**config.mk**
```make
export PLATFORM = sky130hd
export DESIGN_NAME = dfhs_front
export DESIGN_NICKNAME = d
export VERILOG_FILES = /design/src/rtl/assert_macros.svh /design/src/rtl/dfhs_pkg.sv /design/src/rtl/dfhs_front.sv
export SDC_FILE = /design/constraint.sdc
export NUM_CORES = 1
export LEC_CHECK = 0
export BUFFER_PORTS_ARGS = -buffer_cell sky130_fd_sc_hd__buf_2
export CAP_MARGIN = 20
export CORE_MARGIN = 2
export CORE_UTILIZATION = 39
export DETAILED_ROUTE_END_ITERATION = 12
export MAX_ROUTING_LAYER = met4
export PLACE_DENSITY = 0.78
export SLEW_MARGIN = 20
export SYNTH_ARGS = -nofsm -noshare
export SYNTH_HDL_FRONTEND = slang
export SYNTH_SLANG_ARGS = --single-unit
```
**constraint.sdc**
```tcl
create_clock -name clock -period 4.05 [get_ports clock]
set_clock_uncertainty 0.05 [all_clocks]
set_input_delay 0.6075 -clock clock [delete_from_list [all_inputs] [get_ports clock]]
set_output_delay 0.6075 -clock clock [all_outputs]
set_load 0.01 [all_outputs]
```
**src/rtl/assert_macros.svh**
```systemverilog
`ifndef ASSERT_MACROS_SVH
`define ASSERT_MACROS_SVH

// checked property, held off while reset is high
`define ASSERT_RST(lbl, clk, rst, prop, msg) \
   lbl: assert property (@(posedge clk) disable iff (rst) (prop)) else $error(msg);

// checked property, also during reset
`define ASSERT_ALWAYS(lbl, clk, prop, msg) \
   lbl: assert property (@(posedge clk) (prop)) else $error(msg);

`endif

```
**src/rtl/dfhs_pkg.sv**
```systemverilog
`default_nettype none
package dfhs_pkg;

   localparam int KEY_WIDTH         = 31;
   localparam int QUEUE_DEPTH_DEF   = 512;
   localparam int TABLE_DEPTH_DEF   = 1024;
   localparam int LINK_DEPTH_DEF    = 4;

   typedef enum logic [1:0] {
      CMD_ADD   = 2'd0,
      CMD_NEXT  = 2'd1,
      CMD_CHECK = 2'd2,
      CMD_NONE  = 2'd3
   } cmd_type;

   typedef enum logic [2:0] {
      ST_ADDED   = 3'd0,
      ST_DUP     = 3'd1,
      ST_DEQ     = 3'd2,
      ST_EMPTY   = 3'd3,
      ST_PRESENT = 3'd4,
      ST_ABSENT  = 3'd5,
      ST_FULL    = 3'd6
   } status_type;

   typedef logic [1:0] tag_type;
   localparam tag_type TAG_EMPTY = 2'd0;
   localparam tag_type TAG_LIVE  = 2'd1;
   localparam tag_type TAG_TOMB  = 2'd2;

   typedef struct packed {
      cmd_type              command;
      logic [KEY_WIDTH-1:0] key;
   } req_type;

   typedef struct packed {
      status_type           status;
      logic [KEY_WIDTH-1:0] value;
   } rsp_type;

endpackage
`default_nettype wire

```
**src/rtl/dfhs_front.sv**
```systemverilog
`default_nettype none
module dfhs_front #(
   parameter int TABLE_DEPTH = dfhs_pkg::TABLE_DEPTH_DEF,
   parameter int WORK_W      = 2 + dfhs_pkg::KEY_WIDTH + $clog2(TABLE_DEPTH)
) (
   input  wire logic              clock,
   input  wire logic              reset,
   input  wire logic              push,
   input  wire dfhs_pkg::req_type req_data,
   output logic                   full,
   input  wire logic              clearing,
   output logic                   work_push,
   output logic      [WORK_W-1:0] work_data,
   input  wire logic              work_full
);
   localparam int TW = $clog2(TABLE_DEPTH);
   localparam int KW = dfhs_pkg::KEY_WIDTH;

   typedef enum logic {F_IDLE, F_SEND} fstate_type;

   fstate_type        state_ff;
   dfhs_pkg::cmd_type cmd_ff;
   logic [KW-1:0]     key_ff;

   assign full = (state_ff != F_IDLE) || clearing;

   assign work_push = (state_ff == F_SEND);
   // table depth is a power of two: key mod TABLE_DEPTH is the low key bits
   assign work_data = {cmd_ff, key_ff, key_ff[TW-1:0]};

   always_ff @(posedge clock) begin
      if (reset) begin
         state_ff <= F_IDLE;
      end else begin
         case (state_ff)
            F_IDLE: begin
               if (push && !full) begin
                  cmd_ff   <= req_data.command;
                  key_ff   <= req_data.key;
                  state_ff <= F_SEND;
               end
            end
            F_SEND: begin
               if (!work_full) begin
                  state_ff <= F_IDLE;
               end
            end
            default: state_ff <= F_IDLE;
         endcase
      end
   end
endmodule
`default_nettype wire

```
==> out/qor.yml, run 1 <==
pwr_density_cell_nw_per_um2: 395
overflow: 0
clkSlewWorstSetupHoldPaths_ps: 100
number_of_global_route_vias_before_repair: 640
globalplace.congestion: 0.709
setup_viol: 0
antenna_violations_before_repair: 0
cells_traversed_along_the_worst_timing_path: "buf_2, nor4b_4, buf_4"
cts.hold.buffers_added: 0
maxSlewViolCount: 0
drcViolationCount: 0
design.portCount: 83
port-buffer-count: 82
total_of_max_cap_violations: 0
total_power_uw: 618
count_of_vias_placed_by_the_detailed_router: 695
hold_violations: 0
clock_tree.htree_level_count: 2
fp.dieH_um: 57.6
worst-setup-path-type: "primary input to flip-flop"
synth_seq_area_share_pct: 90.4
routed_wire_length_per_instance_um: 13.2
status: "completed"
nets: 166
post_synth_instance_area_um2: 1120
ffs_latches_synth: 34
clock_root_buffer: "clkbuf_4"
number_of_buffers_inserted_by_post_cts_setup_repair: 0
cts_resized: 0
layout-drive-gt1-share_pct: 71.3
design.die.area_um2: 3310
post-route-util_pct: 57.2
chipWidth_um: 57.6
postLayoutCellArea_um2: 1560
placeableCoreArea_um2: 2730
synthesis.nets: 86
drt-vias-per-instance: 4.34
worst_hold_path_type: "primary input to flip-flop"
ys_types: 7
antennaDiodeCount: 0
critPathRequiredTime_ps: 4020
fillCellCount: 214
insertion_delay_ps: 320
critPathCaptureType: "flip-flop"
ant_nets: 0
rsz0062_at_grt: "no"
cpPeakStageDelay_ps: 780
setup-tns-final_ps: 0
vdd_ir_drop_max_uv: 257
max_freq_ghz: 0.516
initial_core_util_pct: 40.9
tritoncts_num_sinks: 34
grt.total_usage_pct: 13.4
critical_path.max_fanout: 20
drt_iter0_markers: 28
cts_made_buffers: 5
placed_area_um2: 1510
transition_time_at_the_pin_with_the_least_slew_margin_ps: 879
std_cell_rows: 19
critical_path.startpoint_type: "primary input"
post_synth.cell_area_avg_um2: 23.3
drt_first_pass_iters: 3
post-route-min-period_ps: 1940
clockBufferDepth: 2
timing.max_slew.rel_slack_pct: 41.1
clock_tree_from_tritoncts: "built"
flow.area_growth_from_synthesis_pct: 39.7
global_route_wire_length_before_repair_um: 2880
crit_path_top_delay_cell: "nor4b_4"
synth_warnings: 0
wirelength_um: 2110
static-leakage-power_uw: 0.000682
postSynthCellCount: 48
timing.critical_path.arrival_ps: 1910
grt_max_degree: 21
post-route-period-util_pct: 47.9
-- sequential cells by signal, summed over array words and instances (netlist names) --
name and count:
work_push 1, cmd_ff 2, key_ff 31
-- power breakdown --
part / switching, µW / total (µW) / internal [µW] / leakage (µW)
logic: 21.5 / 44.1 / 22.6 / 0.000343
clock network: 109 / 173 / 64.5 / 0.0000286
registers: 3.26 / 401 / 398 / 0.000310
total: 133 / 618 / 485 / 0.000682
-- final timing paths --
path	from	to	slack, ps	depth (start not counted)
worst max-delay path	reset	key_ff[6]$_DFFE_PP_	2110	3
worst min-delay path	req_data[12]	key_ff[12]$_DFFE_PP_	400	1
worst max register to register	work_push$_SDFF_PP0_	key_ff[6]$_DFFE_PP_	2120	2
worst min register to register	work_push$_SDFF_PP0_	work_push$_SDFF_PP0_	480	2
-- worst max-delay path, delay by kind of cell --
family                 cells  cell delay [ps]
buffers and inverters      2              520
and+or+nand+nor            1              780
-- metrics by stage --
| stage | hold slack, ps | setup WS, ps | instances |
|---|---|---|---|
| 4_1_cts | 377 | 2080 | 160 |
| 5_1_grt | 371 | 1980 | 160 |
| 2_1_floorplan | 463 | 969 | 48 |
| 3_3_place_gp | 450 | 1800 | 152 |
| 3_5_place_dp | 471 | 1730 | 152 |
| 6_report | 397 | 2110 | 160 |
-- per-layer routing --
layer | part of all wire, % | GRT usage [%] | vias up
met4 | 2.8 | 12.0 | 0
met1 | 35 | 12.5 | 306
li1 | - | - | 333
met5 | 0 | - | -
met3 | 13 | 6.35 | 5
met2 | 49 | 20.3 | 51
-- synthesized netlist by cell type --
| master | count | area share, % |
|---|---|---|
| nand2_1 | 1 | 0.34 |
| edfxtp_1 | 33 | 89 |
| dfxtp_1 | 1 | 1.8 |
| or2_2 | 1 | 0.56 |
| buf_4 | 10 | 6.7 |
| o21bai_1 | 1 | 0.67 |
| nor4b_2 | 1 | 1.3 |
-- kinds of logic after synthesis --
group	synth area share [%]
AND/OR/NAND/NOR	2.24
buffers and inverters	6.71
flip-flops	90.4
AO/OA/AOI/OAI	0.671
-- cell usage in the layout, fill, tap and decap left out, drive strengths merged --
cell      synthesis  routed
nor4b             1       1
buf              10      83
clkinvlp          0       1
or2               1       1
clkinv            0       2
edfxtp           33      33
clkbuf            0       5
nand2             1       1
dfxtp             1       1
o21bai            1       1
-- layout make-up --
cell class              instances  area (µm²)  share of cell area, %
flip-flops and latches         34        1010                   64.7
multi-input cells               4        41.3                   2.64
clock buffers                   5        37.5                   2.40
well taps                      31        38.8                   2.48
repair buffers                 83         418                   26.7
clock inverters                 3        16.3                   1.04
Note: power is estimated with default switching activity, not from simulation.
==> inputs of run 2 (changes only) <==
==> constraint.sdc (replaced) <==
create_clock -name clock -period 1.8 [get_ports clock]
set_clock_uncertainty 0.05 [all_clocks]
set_input_delay 0.27 -clock clock [delete_from_list [all_inputs] [get_ports clock]]
set_output_delay 0.27 -clock clock [all_outputs]
set_load 0.01 [all_outputs]
==> run 2 against run 1 <==
Wire length grew 5.1%; die area unchanged; hold slack lost 350 ps; design area grew 2.7%; sequential power rose by 120%; power rose to 2.5 times the previous value; combinational power rose by 130%; sequential share of layout area is 1.6 points lower; non-clock buffer count unchanged; final cell count is the same; register-to-register slack got worse by 1600 ps; largest cell class unchanged.
==> out/qor.yml, run 2 (same netlist as run 1, synthesis figures left out) <==
postLayoutCellArea_um2: 1610  # was 1560 µm²
dpl_worst_slack_ps: 464  # was 1730 ps
detailed_placement_wirelength_estimate_um: 1730
layout-drive-gt1-share_pct: 72.9  # was 71.3%
max_freq_ghz: 0.692
whs_endpoint: "key_ff[2]$_DFFE_PP_"  # was key_ff[12]$_DFFE_PP_
reg2reg_to: "key_ff[25]$_DFFE_PP_"  # was key_ff[6]$_DFFE_PP_
reg2reg_slack_ps: 570  # was 2120 ps
grt_max_degree: 35  # was 21
wirelength_um: 2210  # was 2110 µm
antenna_violations_before_repair: 0  # unchanged
flow.area_growth_from_synthesis_pct: 43.5  # was 39.7%
total_of_max_cap_violations: 0  # unchanged
grtUsageMet2_pct: 23.2  # was 20.3%
cts_made_buffers: 5  # unchanged
worstHoldStart: "req_data[2]"  # was req_data[12]
grt.total_usage_pct: 13.9  # was 13.4%
largest_register_ff_count: 31  # unchanged
number_of_buffers_inserted_by_post_cts_setup_repair: 0  # unchanged
worst-setup-path-type: "flip-flop to output port"  # was primary input to flip-flop
hold_violations: 0  # unchanged
timing.critical_path.arrival_ps: 1130  # was 1910 ps
worst_hold_path_type: "primary input to flip-flop"  # unchanged
cells_traversed_along_the_worst_timing_path: "or2_2, buf_2"  # was buf_2, nor4b_4, buf_4
layout.cells.most_common_list: "buf_2 (82), edfxtp_1 (33), clkbuf_4 (5)"  # unchanged
crit_path_top_delay_cell: "dfxtp_2"  # was nor4b_4
number_of_cells_traversed_by_the_worst_hold_path: 1  # unchanged
post-route-period-util_pct: 80.3
globalRoute.busiestLayer: "met2"  # unchanged
reg2regPathDepth: 2  # unchanged
antennaDiodeCount: 0  # unchanged
placeableCoreArea_um2: 2730  # unchanged
design.portCount: 83  # unchanged
rsz0062_at_grt: "no"  # unchanged
post-route-min-period_ps: 1450
drt_first_pass_iters: 2  # was 3
tritoncts_num_sinks: 34  # unchanged
globalplace.congestion: 0.675  # was 0.709
global_route.usage.met1_pct: 11.4  # was 12.5%
status: "completed"  # unchanged
critical_path.startpoint_type: "flip-flop"  # was primary input
placed_area_um2: 1520  # was 1510 µm²
initial_core_util_pct: 40.9  # unchanged
maxSlewViolCount: 0  # unchanged
clock_tree_from_tritoncts: "built"  # unchanged
ant_nets: 0  # unchanged
fin_ws_ps: 354  # was 2110 ps
static-leakage-power_uw: 0.000694  # was 0.000682 µW
setup_viol: 0  # unchanged
number_of_global_route_vias_before_repair: 667  # was 640
cts.hold.buffers_added: 0  # unchanged
numPlacedInstances: 152  # unchanged
clockBufferDepth: 2  # unchanged
drt-vias-per-instance: 4.52  # was 4.34
chipWidth_um: 57.6  # unchanged
clock_root_buffer: "clkbuf_4"  # unchanged
nets: 166  # unchanged
cpPeakStageDelay_ps: 360  # was 780 ps
drcViolationCount: 0  # unchanged
timing.max_slew.rel_slack_pct: 82.2  # was 41.1%
overflow: 0  # unchanged
design.die.area_um2: 3310  # unchanged
final_common_cell: "buf_2"  # unchanged
largest-register: "key_ff"  # unchanged
critPathCaptureType: "output port"  # was flip-flop
clkSlewWorstSetupHoldPaths_ps: 110  # was 100 ps
critical_path.max_fanout: 4  # was 20
global_route_wire_length_before_repair_um: 3030  # was 2880 µm
total_power_uw: 1550  # was 618 µW
clock_tree.htree_level_count: 2  # unchanged
globalRouteMet3Util_pct: 9.30  # was 6.35%
cts_resized: 0  # unchanged
vdd_ir_drop_max_uv: 947  # was 257 µV
count_of_vias_placed_by_the_detailed_router: 723  # was 695
stdcell_count: 160  # unchanged
drt_iter0_markers: 20  # was 28
insertion_delay_ps: 330  # was 320 ps
pwr_density_cell_nw_per_um2: 967  # was 395 nW/µm²
fp.dieH_um: 57.6  # unchanged
timing.rr.start: "work_push$_SDFF_PP0_"  # unchanged
critPathRequiredTime_ps: 1480  # was 4020 ps
transition_time_at_the_pin_with_the_least_slew_margin_ps: 266  # was 879 ps
routed_wire_length_per_instance_um: 13.8  # was 13.2 µm
port-buffer-count: 82  # unchanged
std_cell_rows: 19  # unchanged
==> run 2: metrics by stage <==
stage | hold slack (ps) | utilization [%] | TNS (ps)
6_report | 49.1 | 58.7 | 0
5_1_grt | 8.92 | 58.7 | 0
2_1_floorplan | 314 | - | -5660
4_1_cts | 26.7 | 58.7 | 0
3_5_place_dp | 398 | 55.7 | 0
3_3_place_gp | 397 | 55.7 | 0
==> run 2: cell type report <==
type	instances	area, µm²
Clock buffer	5	37.5
Clock inverter	3	45.0
Fill cell	212	1130
Multi-Input combinational cell	4	41.3
Sequential cell	34	1010
Tap cell	31	38.8
Timing Repair Buffer	83	430
==> run 2: layer usage <==
| layer | up-vias | routed length [µm] |
|---|---|---|
| met1 | 334 | 665 |
| met2 | 52 | 1200 |
| li1 | 333 | - |
| met5 | - | 0 |
| met3 | 4 | 315 |
| met4 | 0 | 34 |
==> run 2: worst max-delay path: cells and delay by family, from the launching register on <==
family,cells,cell delay (ps)
simple gates,1,290
flops,1,360
buf+inv,1,140
==> run 2: worst max path at each step <==
stage / depth (start not counted) / start / to
floorplan: 1 / work_push$_SDFF_PP0_ / cmd_ff[0]$_DFFE_PP_
global placement: 3 / clearing / key_ff[6]$_DFFE_PP_
detailed placement: 3 / clearing / key_ff[5]$_DFFE_PP_
CTS: 2 / work_push$_SDFF_PP0_ / full
global route: 2 / work_push$_SDFF_PP0_ / full
finish: 2 / work_push$_SDFF_PP0_ / full
==> run 2: power by group <==
group | total [µW] | switching, µW | internal (µW)
Combinational | 103 | 49.3 | 53.3
Clock | 547 | 255 | 291
Sequential | 902 | 7.62 | 895
==> inputs of run 3 (changes only) <==
--- a/config.mk
+++ b/config.mk
@@ -8,10 +8,10 @@
 export BUFFER_PORTS_ARGS = -buffer_cell sky130_fd_sc_hd__buf_2
 export CAP_MARGIN = 20
 export CORE_MARGIN = 2
-export CORE_UTILIZATION = 39
+export CORE_UTILIZATION = 35
 export DETAILED_ROUTE_END_ITERATION = 12
 export MAX_ROUTING_LAYER = met4
-export PLACE_DENSITY = 0.78
+export PLACE_DENSITY = 0.74
 export SLEW_MARGIN = 20
 export SYNTH_ARGS = -nofsm -noshare
 export SYNTH_HDL_FRONTEND = slang
==> constraint.sdc (replaced) <==
create_clock -name clock -period 1.2 [get_ports clock]
set_clock_uncertainty 0.05 [all_clocks]
set_input_delay 0.18 -clock clock [delete_from_list [all_inputs] [get_ports clock]]
set_output_delay 0.18 -clock clock [all_outputs]
set_load 0.01 [all_outputs]
==> run 3 against run 2 <==
The flow now finishes with violations (negative setup slack); critical path type is now flip-flop to flip-flop; combinational power grew to 2.8 times the previous value; critical path depth increased by 2; via count rose by 24%; critical endpoint is now key_ff[2]$_DFFE_PP_; sequential share of layout area shrank 14 points.
==> out/qor.yml, run 3 (same netlist as run 1, synthesis figures left out) <==
met3RoutedLength_um: 313  # was 315 µm
failed_checks: "negative setup slack"
power.switching_fraction_pct: 21.3  # was 20.1%
setup-tns-final_ps: -4350  # was 0 ps
critPathRequiredTime_ps: 1200  # was 1480 ps
setup_viol: 36  # was 0
max_freq_ghz: 0.744
postLayoutCellArea_um2: 2060  # was 1610 µm²
insertion_delay_ps: 320  # was 330 ps
antennaDiodeCount: 0  # unchanged
cells_traversed_along_the_worst_timing_path: "buf_6, nor4b_4, buf_6, clkbuf_16"  # was or2_2, buf_2
clock_root_buffer: "clkbuf_4"  # unchanged
count_of_vias_placed_by_the_detailed_router: 897  # was 723
dr_wl_met2_um: 1660  # was 1200 µm
total_of_max_cap_violations: 0  # unchanged
tritoncts_num_sinks: 34  # unchanged
seq_power_share_pct: 61.0  # was 58.1%
status: "finished, violations left"  # was completed
chipWidth_um: 60.5  # was 57.6 µm
post-route-min-period_ps: 1340
static-leakage-power_uw: 0.000891  # was 0.000694 µW
final_common_cell: "buf_2"  # unchanged
timing.critical_path.buf_inv: 3  # was 1
global_route_wire_length_before_repair_um: 4060  # was 3030 µm
globalplace.congestion: 0.592  # was 0.675
nets: 208  # was 166
pwr_density_cell_nw_per_um2: 1080  # was 967 nW/µm²
clkSlewWorstSetupHoldPaths_ps: 100  # was 110 ps
timing.critical_path.arrival_ps: 1350  # was 1130 ps
number_of_global_route_vias_before_repair: 903  # was 667
wirelength_um: 3080  # was 2210 µm
reg2reg_to: "key_ff[2]$_DFFE_PP_"  # was key_ff[25]$_DFFE_PP_
drt-vias-per-instance: 4.17  # was 4.52
intPower_uw: 1750  # was 1240 µW
std_cell_rows: 20  # was 19
fp.dieH_um: 60.5  # was 57.6 µm
clock_power_share_pct: 26.0  # was 35.2%
hold_violations: 0  # unchanged
flow.area_growth_from_synthesis_pct: 83.8  # was 43.5%
fin_ws_ps: -145  # was 354 ps
reg2reg_slack_ps: -140  # was 570 ps
whs_endpoint: "work_push$_SDFF_PP0_"  # was key_ff[2]$_DFFE_PP_
timing.rr.start: "work_push$_SDFF_PP0_"  # unchanged
overflow: 0  # unchanged
initial_core_util_pct: 36.6  # was 40.9%
timing.max_slew.rel_slack_pct: 83.5  # was 82.2%
grt.total_usage_pct: 16.8  # was 13.9%
placeableCoreArea_um2: 3050  # was 2730 µm²
critPathCaptureType: "flip-flop"  # was output port
number_of_cells_traversed_by_the_worst_hold_path: 2  # was 1
vdd_ir_drop_max_uv: 696  # was 947 µV
cpPeakStageDelay_ps: 340  # was 360 ps
whs_ps: 33.1  # was 49.1 ps
largest-register: "key_ff"  # unchanged
total_power_uw: 2220  # was 1550 µW
detail_route.wirelength.met1_um: 1050  # was 665 µm
ant_nets: 0  # unchanged
maxSlewViolCount: 0  # unchanged
power_frac_comb_pct: 13.1  # was 6.6%
worst-setup-path-type: "flip-flop to flip-flop"  # was flip-flop to output port
largest_register_ff_count: 31  # unchanged
worst_hold_path_type: "primary input to flip-flop"  # unchanged
dpl_worst_slack_ps: -47.7  # was 464 ps
drt_first_pass_iters: 4  # was 2
crit_path_top_delay_cell: "dfxtp_2"  # unchanged
critical-path-top-cell-by-count: "buf_6"
grt_max_degree: 19  # was 35
routed_wire_length_per_instance_um: 14.3  # was 13.8 µm
clockBufferDepth: 2  # unchanged
clock_tree.htree_level_count: 2  # unchanged
worstHoldStart: "reset"  # was req_data[2]
p_switching_uw: 473  # was 312 µW
placed_area_um2: 1560  # was 1520 µm²
critical_path.startpoint_type: "flip-flop"  # unchanged
clock_tree_from_tritoncts: "built"  # unchanged
cts_made_buffers: 5  # unchanged
drcViolationCount: 0  # unchanged
layout-drive-gt1-share_pct: 59.1  # was 72.9%
route.top_layer_used: "met4"  # unchanged
crit_path_start: "work_push$_SDFF_PP0_"  # unchanged
transition_time_at_the_pin_with_the_least_slew_margin_ps: 246  # was 266 ps
rsz0062_at_grt: "yes"  # was no
crit_family: "buffers and inverters"  # was flip-flops
design.die.area_um2: 3660  # was 3310 µm²
antenna_violations_before_repair: 0  # unchanged
post-route-period-util_pct: 112
layout.cells.most_common_list: "buf_2 (80), edfxtp_1 (33), dlygate4sd3_1 (33)"  # was buf_2 (82), edfxtp_1 (33), clkbuf_4 (5)
reg2regPathDepth: 4  # was 2
critical_path.max_fanout: 5  # was 4
design.portCount: 83  # unchanged
port-buffer-count: 82  # unchanged
drt_iter0_markers: 37  # was 20
run 3: changes by cell type in the layout (fill, tap and decap cells not counted):
cell and delta:
buf_4 +2, clkinv_2 +1, clkbuf_16 +2, or2_2 -1, bufinv_16 -1, clkinv_1 +1, clkbuf_1 +1, or2_4 +1
dlygate4sd3_1 +33, clkinvlp_4 -2, buf_6 +7, buf_2 -2
run 3: power by group through the flow:
stage | Clock (µW) | Sequential [µW] | Combinational [µW]
after global routing | 653 | 1360 | 310
after detailed placement | 0 | 1380 | 162
after global placement | 0 | 1380 | 159
after CTS | 597 | 1350 | 264
after floorplan | 0 | 1400 | 37.6
final | 577 | 1350 | 290
run 3: area by class of cell:
| type | instances | area, µm² |
|---|---|---|
| sequential | 34 | 1010 |
| fill | 223 | 997 |
| timing repair buffer | 125 | 895 |
| tap | 44 | 55.1 |
| multi-input combinational | 4 | 43.8 |
| clock buffer | 6 | 41.3 |
| clock inverter | 2 | 8.76 |
run 3: routing by layer:
layer | vias to the layer above | global-route usage, %
met1 | 411 | 14.6
met5 | - | -
met4 | 0 | 6.83
met2 | 63 | 30.7
met3 | 9 | 7.89
li1 | 414 | -
run 3: through the flow:
stage / util [%] / instances
floorplan: - / 48
global placement: 51.1 / 168
detailed placement: 51.1 / 168
CTS: 65.0 / 212
global route: 67.3 / 215
finish: 67.3 / 215
run 3: timing repair:
| item | 4_1_cts | 5_1_grt |
|---|---|---|
| hold endpoints to repair | 33 | 0 |
| setup endpoints to repair | 19 | 36 |
| hold buffers | 33 | 0 |
| gates cloned | 0 | 3 |
| buffers inserted | 3 | 0 |
| resized for setup | 4 | 3 |
| pin swaps | 1 | 0 |
run 3: how the worst max path moves through the flow:
| stage | end | cells past startpoint |
|---|---|---|
| 3_5_place_dp | key_ff[1]$_DFFE_PP_ | 4 |
| 2_1_floorplan | cmd_ff[0]$_DFFE_PP_ | 1 |
| 3_3_place_gp | key_ff[6]$_DFFE_PP_ | 4 |
| 4_1_cts | full | 3 |
| 6_report | key_ff[2]$_DFFE_PP_ | 4 |
| 5_1_grt | key_ff[2]$_DFFE_PP_ | 4 |
