**src/rtl/assert_macros.svh**
```systemverilog
`ifndef ASSERT_MACROS_SVH
`define ASSERT_MACROS_SVH

// checked property, held off while reset is high
`define ASSERT_RST(lbl, clk, rst, prop, msg) \
   lbl: assert property (@(posedge clk) disable iff (rst) (prop)) else $error(msg);

// checked property, also during reset
`define ASSERT_ALWAYS(lbl, clk, prop, msg) \
   lbl: assert property (@(posedge clk) (prop)) else $error(msg);

`endif

```
**src/rtl/dfhs_queue.sv**
```systemverilog
`default_nettype none
module dfhs_queue #(
   parameter int WIDTH = 8,
   parameter int DEPTH = 4
) (
   input  wire logic             clock,
   input  wire logic             reset,
   input  wire logic             push,
   input  wire logic [WIDTH-1:0] push_data,
   output logic                  full,
   input  wire logic             pop,
   output logic                  empty,
   output logic      [WIDTH-1:0] pop_data
);
   localparam int PW = (DEPTH > 1) ? $clog2(DEPTH) : 1;
   localparam int CW = $clog2(DEPTH + 1);

   logic [WIDTH-1:0] entries_ff [DEPTH];
   logic [PW-1:0]    wr_ptr_ff, wr_ptr_in, rd_ptr_ff, rd_ptr_in;
   logic [CW-1:0]    count_ff, count_in;
   logic             do_push, do_pop;

   assign full     = (count_ff == CW'(DEPTH));
   assign empty    = (count_ff == '0);
   assign do_push  = push && !full;
   assign do_pop   = pop && !empty;
   assign pop_data = entries_ff[rd_ptr_ff];

   always_comb begin
      wr_ptr_in = wr_ptr_ff;
      rd_ptr_in = rd_ptr_ff;
      count_in  = count_ff;
      if (do_push) begin
         wr_ptr_in = (wr_ptr_ff == PW'(DEPTH - 1)) ? '0 : wr_ptr_ff + 1'b1;
      end
      if (do_pop) begin
         rd_ptr_in = (rd_ptr_ff == PW'(DEPTH - 1)) ? '0 : rd_ptr_ff + 1'b1;
      end
      if (do_push && !do_pop) begin
         count_in = count_ff + 1'b1;
      end else if (do_pop && !do_push) begin
         count_in = count_ff - 1'b1;
      end
   end

   always_ff @(posedge clock) begin
      if (reset) begin
         wr_ptr_ff <= '0;
         rd_ptr_ff <= '0;
         count_ff  <= '0;
      end else begin
         wr_ptr_ff <= wr_ptr_in;
         rd_ptr_ff <= rd_ptr_in;
         count_ff  <= count_in;
      end
      if (do_push) begin
         entries_ff[wr_ptr_ff] <= push_data;
      end
   end
endmodule
`default_nettype wire

```
**config.mk**
```make
export PLATFORM = sky130hd
export DESIGN_NAME = dfhs_queue
export DESIGN_NICKNAME = d
export VERILOG_FILES = /design/src/rtl/assert_macros.svh /design/src/rtl/dfhs_queue.sv
export SDC_FILE = /design/constraint.sdc
export NUM_CORES = 1
export LEC_CHECK = 0
export BUFFER_PORTS_ARGS = -buffer_cell sky130_fd_sc_hd__buf_2
export CORE_MARGIN = 8
export CORE_UTILIZATION = 38
export DETAILED_ROUTE_END_ITERATION = 16
export GPL_ROUTABILITY_DRIVEN = 0
export PLACE_DENSITY_LB_ADDON = 0.08
export SYNTH_ARGS = -nofsm -noshare
export SYNTH_HDL_FRONTEND = slang
export SYNTH_SLANG_ARGS = --single-unit
```
**constraint.sdc**
```tcl
create_clock -name clock -period 2.9 [get_ports clock]
set_input_delay 0.435 -clock clock [delete_from_list [all_inputs] [get_ports clock]]
set_output_delay 0.435 -clock clock [all_outputs]
set_load 0.02 [all_outputs]
```
==> implementation parameters, run 1 <==
Parameter                              Value

Outcome
  Run status    finished clean

Floorplan
  Die width    roughly 80 um
  Core area    ~4300 um^2
  Starting Density    38.6%
  Vert. Die Dim    81.8 um
  Top Ports    22
  Area of the die    around 6700 um^2
  Cell Rows    24

GRT
  First-pass GRT wire length    between 4000 and 5000 um
  Initial antenna violation count    0
  Leftover overflow at the end of global routing    0
  Maximum number of pins on one net before global-route repair    14
  Vias in the first global route    a little under 900
  GRT Total Usage    ~8.9%

Logic synthesis
  Number of instances in the synthesized netlist    92
  Share of the synthesized area in the top cell type    58.4%
  Post-synthesis xor/xnor area fraction    1.06%
  Cell variety after synth    26
  Part of the Yosys area used for sequential elements    between 60 and 70%
  Most instantiated flip-flop cell in the synthesis netlist    sky130_fd_sc_hd__edfxtp_1
  Leading cell type by number of instances after synthesis    sky130_fd_sc_hd__edfxtp_1
  Combinational family with the most area after synthesis    multiplexers
  Commonest cells post-synth    sky130_fd_sc_hd__edfxtp_1, sky130_fd_sc_hd__dfxtp_1, sky130_fd_sc_hd__mux4_2
  Number of synthesized register bits    ~40
  Post-Syn Area per Cell    between 15 and 20 um^2
  Cell types with the largest area share after synthesis    sky130_fd_sc_hd__edfxtp_1, sky130_fd_sc_hd__dfxtp_1, sky130_fd_sc_hd__mux4_2
  Synthesized cell area    about 1600 um^2
  Post-synthesis simple-gate area fraction    under 10%
  Post-synthesis net count    111
  Synth Area in Compound Gates    about 3.0%
  Number of enable flip-flop cells after synthesis    32
  Async SR Flop Fraction    0%
  Post-synthesis share of cell area spent on full adders, half adders and majority gates    under 10%
  Cell type with the highest aggregate area in the netlist    sky130_fd_sc_hd__edfxtp_1
  Fraction of synthesized area in multiplexers    between 10 and 15%
  Yosys warning total    0

Clock network
  CTS Root Cell    sky130_fd_sc_hd__clkbuf_8
  Clock-pin slew on the worst setup and hold paths    approximately 70 ps
  Total setup buffers inserted after CTS    0
  Depth of the CTS H-tree    2
  Hold-fix buffer count after cts    0
  TritonCTS clock tree    yes
  CTS-repair resized insts    0
  Worst-Skew Late Latency    290 ps
  CTS Sinks    between 40 and 50
  Num CTS Buffers    5
  Number of buffers on the longest clock path    2

Placed design
  Area post-placement    1790 um^2
  Total of buffers placed on input and output ports    21
  Placed wire-length estimate    1940 um
  Pre-CTS setup slack    505 ps

Setup path
  Type of the worst setup path    flip-flop to flip-flop
  Cell chain of the critical path    or3b_1 > clkinv_4 > nor2_2 > ha_1 > inv_1 > fa_1 > xor2_1 > or3_2 > a21oi_1
  Crit start category    flip-flop
  Largest driver fanout on the critical path    7
  Worst setup EP type    flip-flop
  Critical Path Max Stage Delay    450 ps
  Arrival time of data at the critical path endpoint    2620 ps
  Slowest cell on crit path    sky130_fd_sc_hd__dfxtp_1
  Worst EP required    3120 ps

Route
  Number of optimization iterations in the first detailed-route pass    4
  Detail-routed via count per cell    around 4.9
  Total number of vias    approximately 830
  Average wire length per cell after detail routing    15.9 um
  Post-route DRC violation count    0
  Count of routing violations after the opening detailed-route iteration    31
  Total wire length after detailed routing    roughly 2700 um
  Remaining antenna violation count after routing    0

Power
  Cell area power density    about 900 nW/um^2
  VDD IR max    around 0.33 mV
  Leakage power summed over all cells    around 0.00071 uW

Timing
  RSZ-0062 raised after global routing    false
  Count of final setup violators    0
  Final period util    between 80% and 90%
  Min Clock Period, post-route    between 2000 and 2500 ps
  Final Max Tran Viols    0
  Achievable clock frequency    ~0.42 GHz
  Transition at the pin with the smallest max-transition slack    between 500 and 600 ps
  Final hold violations    0
  Relative max-transition margin    approximately 64%
  Aggregate negative setup slack    0 ps
  Post-layout worst setup margin    508 ps
  Setup skew after layout    approximately 2.9 ps

Layout
  Multi-input gate area    between 400 and 500 um^2
  Share of cells above drive strength 1    roughly two fifths
  Layout Nets    around 140
  Number of fillers in the final layout    390
  Final antenna diode count    0
  Layout area overhead    17.0%
  FF/Latch Area    about 1100 um^2
  Final standard cell area without fillers    1930 um^2

Run
  Max-cap violations    0

Hold path
  Worst min-delay path class    primary input to flip-flop
## critical path: cells and delay by family, from the launching register on
| kind | cells | cell delay (ps) |
|---|---|---|
| AOI/OAI and AO/OA | 1 | 140 |
| xor gates and xnor gates | 1 | 160 |
| adders and majority gates | 2 | 580 |
| buffers and inverters | 2 | 150 |
| DFF | 1 | 450 |
| and+or+nand+nor | 3 | 840 |
## flip-flops by register name, summed over array words and instances (netlist names), named ones only
signal and cells:
rd_ptr_ff 2, entries_ff 32, count_ff 3, wr_ptr_ff 2
## layer usage
metal  vias up  GRT usage, %  routed length, um
li1        399             -                  -
met1       406          9.29               1120
met2        19          14.9               1330
met3         5          4.05                171
met4         0          4.21                 55
met5         -             0                  0
## power by group
part / switching, uW / internal (uW) / total (uW) / leakage, uW
Combinational: 223 / 192 / 415 / 0.000279
Clock: 185 / 342 / 527 / 0.0000681
Sequential: 70.9 / 717 / 788 / 0.000367
Total: 479 / 1250 / 1730 / 0.000714
## layout make-up
class	count	share of cell area (%)
tap	52	3.38
timing repair buffer	21	5.46
clock inverter	3	3.38
multi-input combinational	42	23.7
inverter	5	1.23
sequential	41	59.3
clock buffer	5	3.57
## path summary, 6_finish.rpt
path | from | end | slack [ps] | depth (start not counted)
setup / recovery | count_ff[0] | count_ff[2] | 510 | 9
hold / removal | push_data[6] | entries_ff[1][6] | 360 | 1
setup reg to reg | count_ff[0] | count_ff[2] | 510 | 9
hold reg to reg | rd_ptr_ff[0] | rd_ptr_ff[0] | 520 | 2
## kinds of logic (layout without fill, tap and decap cells)
logic type	count (synthesis)	in the layout
flip-flops	41	41
buffers and inverters	9	34
adder cells (fa/ha/maj)	7	7
XOR/XNOR	2	2
multiplexers	10	10
AO/OA/AOI/OAI	7	7
AND/OR/NAND/NOR	16	16
## cells in the final DEF (no fill, tap or decap)
cell type                   Yosys  layout
sky130_fd_sc_hd__edfxtp_1      32      32
sky130_fd_sc_hd__buf_2          1      21
sky130_fd_sc_hd__dfxtp_1        9       9
sky130_fd_sc_hd__mux4_2         8       8
sky130_fd_sc_hd__ha_1           6       6
sky130_fd_sc_hd__clkbuf_8       0       5
sky130_fd_sc_hd__inv_1          4       4
sky130_fd_sc_hd__and3_2         4       4
sky130_fd_sc_hd__nor2_1         3       3
sky130_fd_sc_hd__a21oi_1        3       3
sky130_fd_sc_hd__nor3_1         2       2
sky130_fd_sc_hd__o31ai_2        2       2
sky130_fd_sc_hd__xor2_1         2       2
sky130_fd_sc_hd__nand3_1        2       2
sky130_fd_sc_hd__mux2i_1        2       2
sky130_fd_sc_hd__bufinv_16      0       2
sky130_fd_sc_hd__or3b_1         1       1
sky130_fd_sc_hd__clkinv_4       1       1
sky130_fd_sc_hd__nor2_2         1       1
sky130_fd_sc_hd__or3_1          1       1
sky130_fd_sc_hd__nand2_1        1       1
sky130_fd_sc_hd__o21ai_1        1       1
sky130_fd_sc_hd__o21ai_0        1       1
sky130_fd_sc_hd__or3_2          1       1
sky130_fd_sc_hd__fa_1           1       1
sky130_fd_sc_hd__clkinv_2       0       1
## per-stage QoR
step	total power, uW	std cells	hold slack (ps)	util, %
2_1_floorplan	1110	92	463	-
3_3_place_gp	1220	161	478	42.0
3_5_place_dp	1230	161	497	42.0
4_1_cts	1760	169	347	45.2
5_1_grt	1820	169	352	45.2
6_report	1730	169	357	45.2
Note: power is estimated with default switching activity, not from simulation.
==> run 2: changes to the inputs <==
==> constraint.sdc (replaced) <==
create_clock -name clock -period 2 [get_ports clock]
set_input_delay 0.3 -clock clock [delete_from_list [all_inputs] [get_ports clock]]
set_output_delay 0.3 -clock clock [all_outputs]
set_load 0.02 [all_outputs]
==> run 2 against run 1 <==
Register-to-register slack worse by 450 ps. Non-clock buffer count is 10 higher. Largest cell class unchanged. Clock power is 27% higher.
==> implementation parameters, run 2 (same netlist as run 1, synthesis figures left out) <==
Parameter                              Value

Floorplan
  Area of the die    ~6700 um^2
  Core area    4260 um^2
  Starting Density    38.6%
  Vert. Die Dim    about 82 um
  Cell Rows    24
  Die width    ~82 um
  Top Ports    22

Run
  Max-cap violations    0

GRT
  Leftover overflow at the end of global routing    0
  Maximum number of pins on one net before global-route repair    13
  First-pass GRT wire length    ~4600 um
  GRT Total Usage    around a tenth
  Initial antenna violation count    0
  Vias in the first global route    a little under 1000

Route
  Post-route DRC violation count    0
  Total number of vias    ~870
  Total wire length after detailed routing    ~2900 um
  Number of optimization iterations in the first detailed-route pass    4
  Remaining antenna violation count after routing    0
  Average wire length per cell after detail routing    15.9 um
  Count of routing violations after the opening detailed-route iteration    36
  Detail-routed via count per cell    4.87

Layout
  Number of fillers in the final layout    392
  Registers with the highest flip-flop counts    entries_ff x32, count_ff x3
  Layout Nets    145
  Multi-input gate area    roughly 500 um^2
  Leading cell type in the layout, fill and taps excluded    sky130_fd_sc_hd__edfxtp_1
  FF/Latch Area    between 1000 and 1500 um^2
  Largest Register    entries_ff
  Final cell count without fillers    approximately 180
  Flip-flop count of the largest register, all copies and words added    32
  Highest-count cells in the layout ignoring fill and taps    sky130_fd_sc_hd__edfxtp_1, sky130_fd_sc_hd__buf_2, sky130_fd_sc_hd__buf_4
  Share of cells above drive strength 1    between 40% and 50%
  Layout area overhead    23.9%
  Final antenna diode count    0

Timing
  Setup skew after layout    around 5.5 ps
  Transition at the pin with the smallest max-transition slack    approximately 400 ps
  Final period util    ~97%
  Count of final setup violators    0
  Final Hold Slack    232 ps
  RSZ-0062 raised after global routing    true
  Final hold violations    0
  Min Clock Period, post-route    between 1500 and 2000 ps
  Post-layout worst setup margin    60.3 ps
  Final Max Tran Viols    0
  Achievable clock frequency    around 0.52 GHz
  Relative max-transition margin    73.4%

Power
  VDD IR max    0.508 mV
  Cell area power density    1270 nW/um^2
  Fraction of power consumed by sequential logic    between 40 and 50%
  Design internal power    roughly 1800 uW
  Sw Share    28.5%
  Leakage power summed over all cells    around 0.00076 uW
  Net Switching    between 700 and 800 uW
  Part of the total power dissipated in the clock network    25.9%
  Combinational group share of total power    31.1%

Setup path
  Worst path buffer plus inverter count    3
  Arrival time of data at the critical path endpoint    approximately 2200 ps
  Gate family responsible for the most delay along the worst path    simple AND/OR/NAND/NOR gates
  Worst EP required    about 2200 ps
  Type of the worst setup path    flip-flop to flip-flop
  Crit start category    flip-flop
  Reg2reg setup slack    about 60 ps
  Slowest cell on crit path    sky130_fd_sc_hd__or3b_4
  Largest driver fanout on the critical path    4
  Depth of the worst register-to-register path    9
  Reg2reg start    count_ff[1]
  Cell repeated most along the worst path    sky130_fd_sc_hd__buf_4
  Endpoint of the worst register-to-register path    count_ff[2]
  Worst setup EP type    flip-flop
  Cell chain of the critical path    or3b_4 > clkinv_8 > nor2_4 > ha_4 > buf_4 > buf_4 > xor2_1 > or3_4 > a21oi_2
  Critical Path Max Stage Delay    roughly 440 ps

Hold path
  Worst min-delay path class    primary input to flip-flop
  Startpoint of the worst hold path    push_data[0]
  Endpoint, Worst Hold    entries_ff[1][0]
  Hold Path Stages    1

Clock network
  CTS Sinks    between 40 and 50
  TritonCTS clock tree    yes
  Depth of the CTS H-tree    2
  Worst-Skew Late Latency    between 200 and 300 ps
  Num CTS Buffers    5
  Number of buffers on the longest clock path    2
  Clock-pin slew on the worst setup and hold paths    roughly 70 ps
  Hold-fix buffer count after cts    0
  CTS Root Cell    sky130_fd_sc_hd__clkbuf_8

Placed design
  Placed wire-length estimate    ~2000 um
  Total of buffers placed on input and output ports    21
  Pre-CTS setup slack    -44.7 ps
  Cell total after placement    170

Outcome
  Run status    finished clean
[run 2: what timing repair did]
| item | 4_1_cts | 5_1_grt |
|---|---|---|
| gates resized for setup | 3 | 1 |
| pin swaps | 1 | 1 |
| endpoints found under the setup margin | 1 | 1 |
| setup buffers | 1 | 0 |
[run 2: worst max-delay path by stage]
| stage | startpoint | to | slack, ps | cells past startpoint |
|---|---|---|---|---|
| 2_1_floorplan | count_ff[2] | count_ff[2] | -20 | 10 |
| 3_3_place_gp | count_ff[2] | count_ff[2] | 2 | 9 |
| 3_5_place_dp | count_ff[1] | count_ff[2] | -40 | 9 |
| 4_1_cts | count_ff[2] | count_ff[2] | 30 | 9 |
| 5_1_grt | count_ff[2] | count_ff[2] | -30 | 8 |
| 6_report | count_ff[1] | count_ff[2] | 60 | 9 |
[run 2: stage by stage]
step                      util (%)  total power, uW  setup TNS (ps)  instance area, um^2
after detailed placement      44.3             1900           -44.7                 1890
after floorplan                  -             1640           -15.9                 1680
after CTS                     47.7             2620               0                 2030
after global placement        44.3             1880               0                 1890
after global routing          47.8             2730           -30.4                 2040
final                         47.8             2580               0                 2040
[run 2: power by group through the flow]
stage               combinational, uW  clock (uW)  sequential [uW]
global placement                  766           0             1120
detailed placement                775           0             1130
global route                      888         720             1120
finish                            802         670             1110
floorplan                         529           0             1110
CTS                               816         691             1110
[run 2: worst reg2reg max path, stage by stage (launching register included)]
cell                       delay, ps
sky130_fd_sc_hd__dfxtp_4         370
sky130_fd_sc_hd__or3b_4          440
sky130_fd_sc_hd__clkinv_8         60
sky130_fd_sc_hd__nor2_4           30
sky130_fd_sc_hd__ha_4            150
sky130_fd_sc_hd__buf_4           120
sky130_fd_sc_hd__buf_4           120
sky130_fd_sc_hd__xor2_1          140
sky130_fd_sc_hd__or3_4           330
sky130_fd_sc_hd__a21oi_2         110
[run 2: cell type report]
cell class	count	area share [%]
Clock buffer	7	4.24
Clock inverter	1	1.47
Inverter	5	1.53
Multi-Input combinational cell	42	24.3
Sequential cell	41	56.4
Tap cell	52	3.19
Timing Repair Buffer	31	8.84
[run 2: layer usage]
metal  share of wire (%)  track usage, %  routed length [um]
met1                  40            9.61                1150
met2                  52            16.7                1500
met3                 6.7            3.39                 191
met4                0.67            3.68                  19
met5                   0               0                   0
==> run 3: changes to the inputs <==
--- a/config.mk
+++ b/config.mk
@@ -6,8 +6,7 @@
 export NUM_CORES = 1
 export LEC_CHECK = 0
 export BUFFER_PORTS_ARGS = -buffer_cell sky130_fd_sc_hd__buf_2
-export CORE_MARGIN = 8
-export CORE_UTILIZATION = 38
+export CORE_UTILIZATION = 35
 export DETAILED_ROUTE_END_ITERATION = 16
 export GPL_ROUTABILITY_DRIVEN = 0
 export PLACE_DENSITY_LB_ADDON = 0.08
==> run 3 against run 2 <==
The run now ends with design-rule violations left. Global-route usage up 3.2 points. Non-clock buffer count is 1 lower. Routed wire length is 6.0% lower. Critical endpoint unchanged. Highest routed layer unchanged.
==> implementation parameters, run 3 (same netlist as run 1, synthesis figures left out) <==
Parameter                              Value

Timing
  Achievable clock frequency    between 0.5 and 0.6 GHz
  Final hold violations    0
  Relative max-transition margin    between 70% and 80%
  RSZ-0062 raised after global routing    true
  Setup skew after layout    slightly below 6 ps
  Final period util    between 90% and 100%
  Final Hold Slack    approximately 220 ps
  Transition at the pin with the smallest max-transition slack    roughly 420 ps
  Final Max Tran Viols    0
  Count of final setup violators    0
  Min Clock Period, post-route    between 1500 and 2000 ps

GRT
  GRT Total Usage    about 13%
  First-pass GRT wire length    4490 um
  Maximum number of pins on one net before global-route repair    13
  Vias in the first global route    957
  Leftover overflow at the end of global routing    0
  Initial antenna violation count    0

Clock network
  CTS Sinks    a little over 40
  TritonCTS clock tree    yes
  Number of buffers on the longest clock path    2
  CTS Root Cell    sky130_fd_sc_hd__clkbuf_8
  Hold-fix buffer count after cts    0
  Clock-pin slew on the worst setup and hold paths    80 ps
  Depth of the CTS H-tree    2
  Num CTS Buffers    5
  Worst-Skew Late Latency    approximately 280 ps

Outcome
  Violations in the final reports    design-rule violations
  Run status    finished with violations

Setup path
  Cell repeated most along the worst path    sky130_fd_sc_hd__buf_4
  Largest driver fanout on the critical path    5
  Worst path buffer plus inverter count    3
  Worst setup EP type    flip-flop
  Worst EP required    2220 ps
  Gate family responsible for the most delay along the worst path    simple AND/OR/NAND/NOR gates
  Crit start category    flip-flop
  Slowest cell on crit path    sky130_fd_sc_hd__or3b_4
  Cell chain of the critical path    or3b_4 > clkinv_8 > nor2_4 > ha_4 > buf_4 > buf_4 > xor2_1 > or3_4 > a21oi_2
  Critical Path Max Stage Delay    approximately 440 ps
  Arrival time of data at the critical path endpoint    around 2200 ps
  Type of the worst setup path    flip-flop to flip-flop

Floorplan
  Cell Rows    24
  Starting Density    a little under two fifths
  Area of the die    around 5000 um^2
  Die width    about 70 um
  Core area    between 4000 and 5000 um^2
  Top Ports    22
  Vert. Die Dim    roughly 71 um

Run
  Max-cap violations    0

Layout
  Largest Register    entries_ff
  Highest-count cells in the layout ignoring fill and taps    sky130_fd_sc_hd__edfxtp_1, sky130_fd_sc_hd__buf_2, sky130_fd_sc_hd__buf_4
  Share of cells above drive strength 1    48.4%
  Leading cell type in the layout, fill and taps excluded    sky130_fd_sc_hd__edfxtp_1
  Layout Nets    approximately 140
  Flip-flop count of the largest register, all copies and words added    32
  Final antenna diode count    0
  Number of fillers in the final layout    420
  Layout area overhead    21.3%
  Registers with the highest flip-flop counts    entries_ff x32, count_ff x3

Route
  Average wire length per cell after detail routing    about 15 um
  Post-route DRC violation count    4
  Count of routing violations after the opening detailed-route iteration    between 80 and 90
  Total wire length after detailed routing    between 2000 and 3000 um
  Total number of vias    approximately 860
  Remaining antenna violation count after routing    0
  Detail-routed via count per cell    around 4.8
  Number of optimization iterations in the first detailed-route pass    10

Placed design
  Total of buffers placed on input and output ports    21
  Placed wire-length estimate    1880 um

Power
  Leakage power summed over all cells    0.000743 uW
  Cell area power density    roughly 1200 nW/um^2
  VDD IR max    roughly 0.44 mV
  Post-route total power    around 2400 uW

Hold path
  Worst min-delay path class    primary input to flip-flop
run 3: changes by cell type in the layout (fill, tap and decap cells not counted):
cell	previous run	this run
sky130_fd_sc_hd__buf_4	10	9
sky130_fd_sc_hd__clkbuf_1	1	0
sky130_fd_sc_hd__clkinv_2	0	1
sky130_fd_sc_hd__clkbuf_8	6	5
sky130_fd_sc_hd__bufinv_16	1	0
sky130_fd_sc_hd__clkinv_1	0	2
run 3: layer usage:
metal | track usage (%) | routed length [um] | share of wire [%] | up-vias
li1 | - | - | - | 420
met1 | 14.1 | 1210 | 45 | 421
met2 | 21.6 | 1350 | 50 | 20
met3 | 4.70 | 108 | 4.0 | 2
met4 | 5.33 | 17 | 0.63 | 0
met5 | 0 | 0 | 0 | -
run 3: per-stage QoR:
| stage | TNS [ps] | cells | setup WS [ps] | cell area [um^2] | util (%) |
|---|---|---|---|---|---|
| 3_5_place_dp | -60.7 | 169 | -60.7 | 1880 | 42.3 |
| 4_1_cts | 0 | 178 | 25.0 | 1990 | 44.8 |
| 5_1_grt | -51.1 | 178 | -51.1 | 2000 | 44.9 |
| 6_report | 0 | 178 | 53.2 | 2000 | 44.9 |
| 2_1_floorplan | -15.9 | 92 | -15.9 | 1680 | - |
| 3_3_place_gp | -7.01 | 169 | -7.01 | 1880 | 42.3 |
run 3: cell type report:
type | count | area (um^2) | area share (%)
clock inverter | 3 | 12.5 | 0.627
clock buffer | 5 | 68.8 | 3.45
timing repair buffer | 30 | 173 | 8.65
multi-input combinational | 42 | 495 | 24.8
tap | 52 | 65.1 | 3.26
sequential | 41 | 1150 | 57.6
inverter | 5 | 31.3 | 1.57
run 3: report_power, final:
| group | internal (uW) | switching [uW] |
|---|---|---|
| combinational | 383 | 401 |
| clock | 235 | 267 |
| sequential | 1050 | 67.9 |
| total | 1670 | 735 |
run 3: worst reg2reg max path, cell delays in order (launching register included):
cell,delay [ps]
sky130_fd_sc_hd__dfxtp_4,370
sky130_fd_sc_hd__or3b_4,440
sky130_fd_sc_hd__clkinv_8,60
sky130_fd_sc_hd__nor2_4,30
sky130_fd_sc_hd__ha_4,160
sky130_fd_sc_hd__buf_4,120
sky130_fd_sc_hd__buf_4,120
sky130_fd_sc_hd__xor2_1,140
sky130_fd_sc_hd__or3_4,330
sky130_fd_sc_hd__a21oi_2,110
run 3: timing repair:
action                                 4_1_cts  5_1_grt
resized for setup                            3        1
pin swaps                                    1        1
cloned                                       0        0
endpoints found under the hold margin        0        0
setup buffers                                1        0
setup endpoints to repair                    1        1
run 3: path summary, 6_finish.rpt:
check,from,to,slack (ps),depth (start not counted)
max,count_ff[1],count_ff[2],50,9
min,push_data[7],entries_ff[1][7],220,1
max reg2reg,count_ff[1],count_ff[2],50,9
min reg2reg,rd_ptr_ff[0],rd_ptr_ff[0],510,2
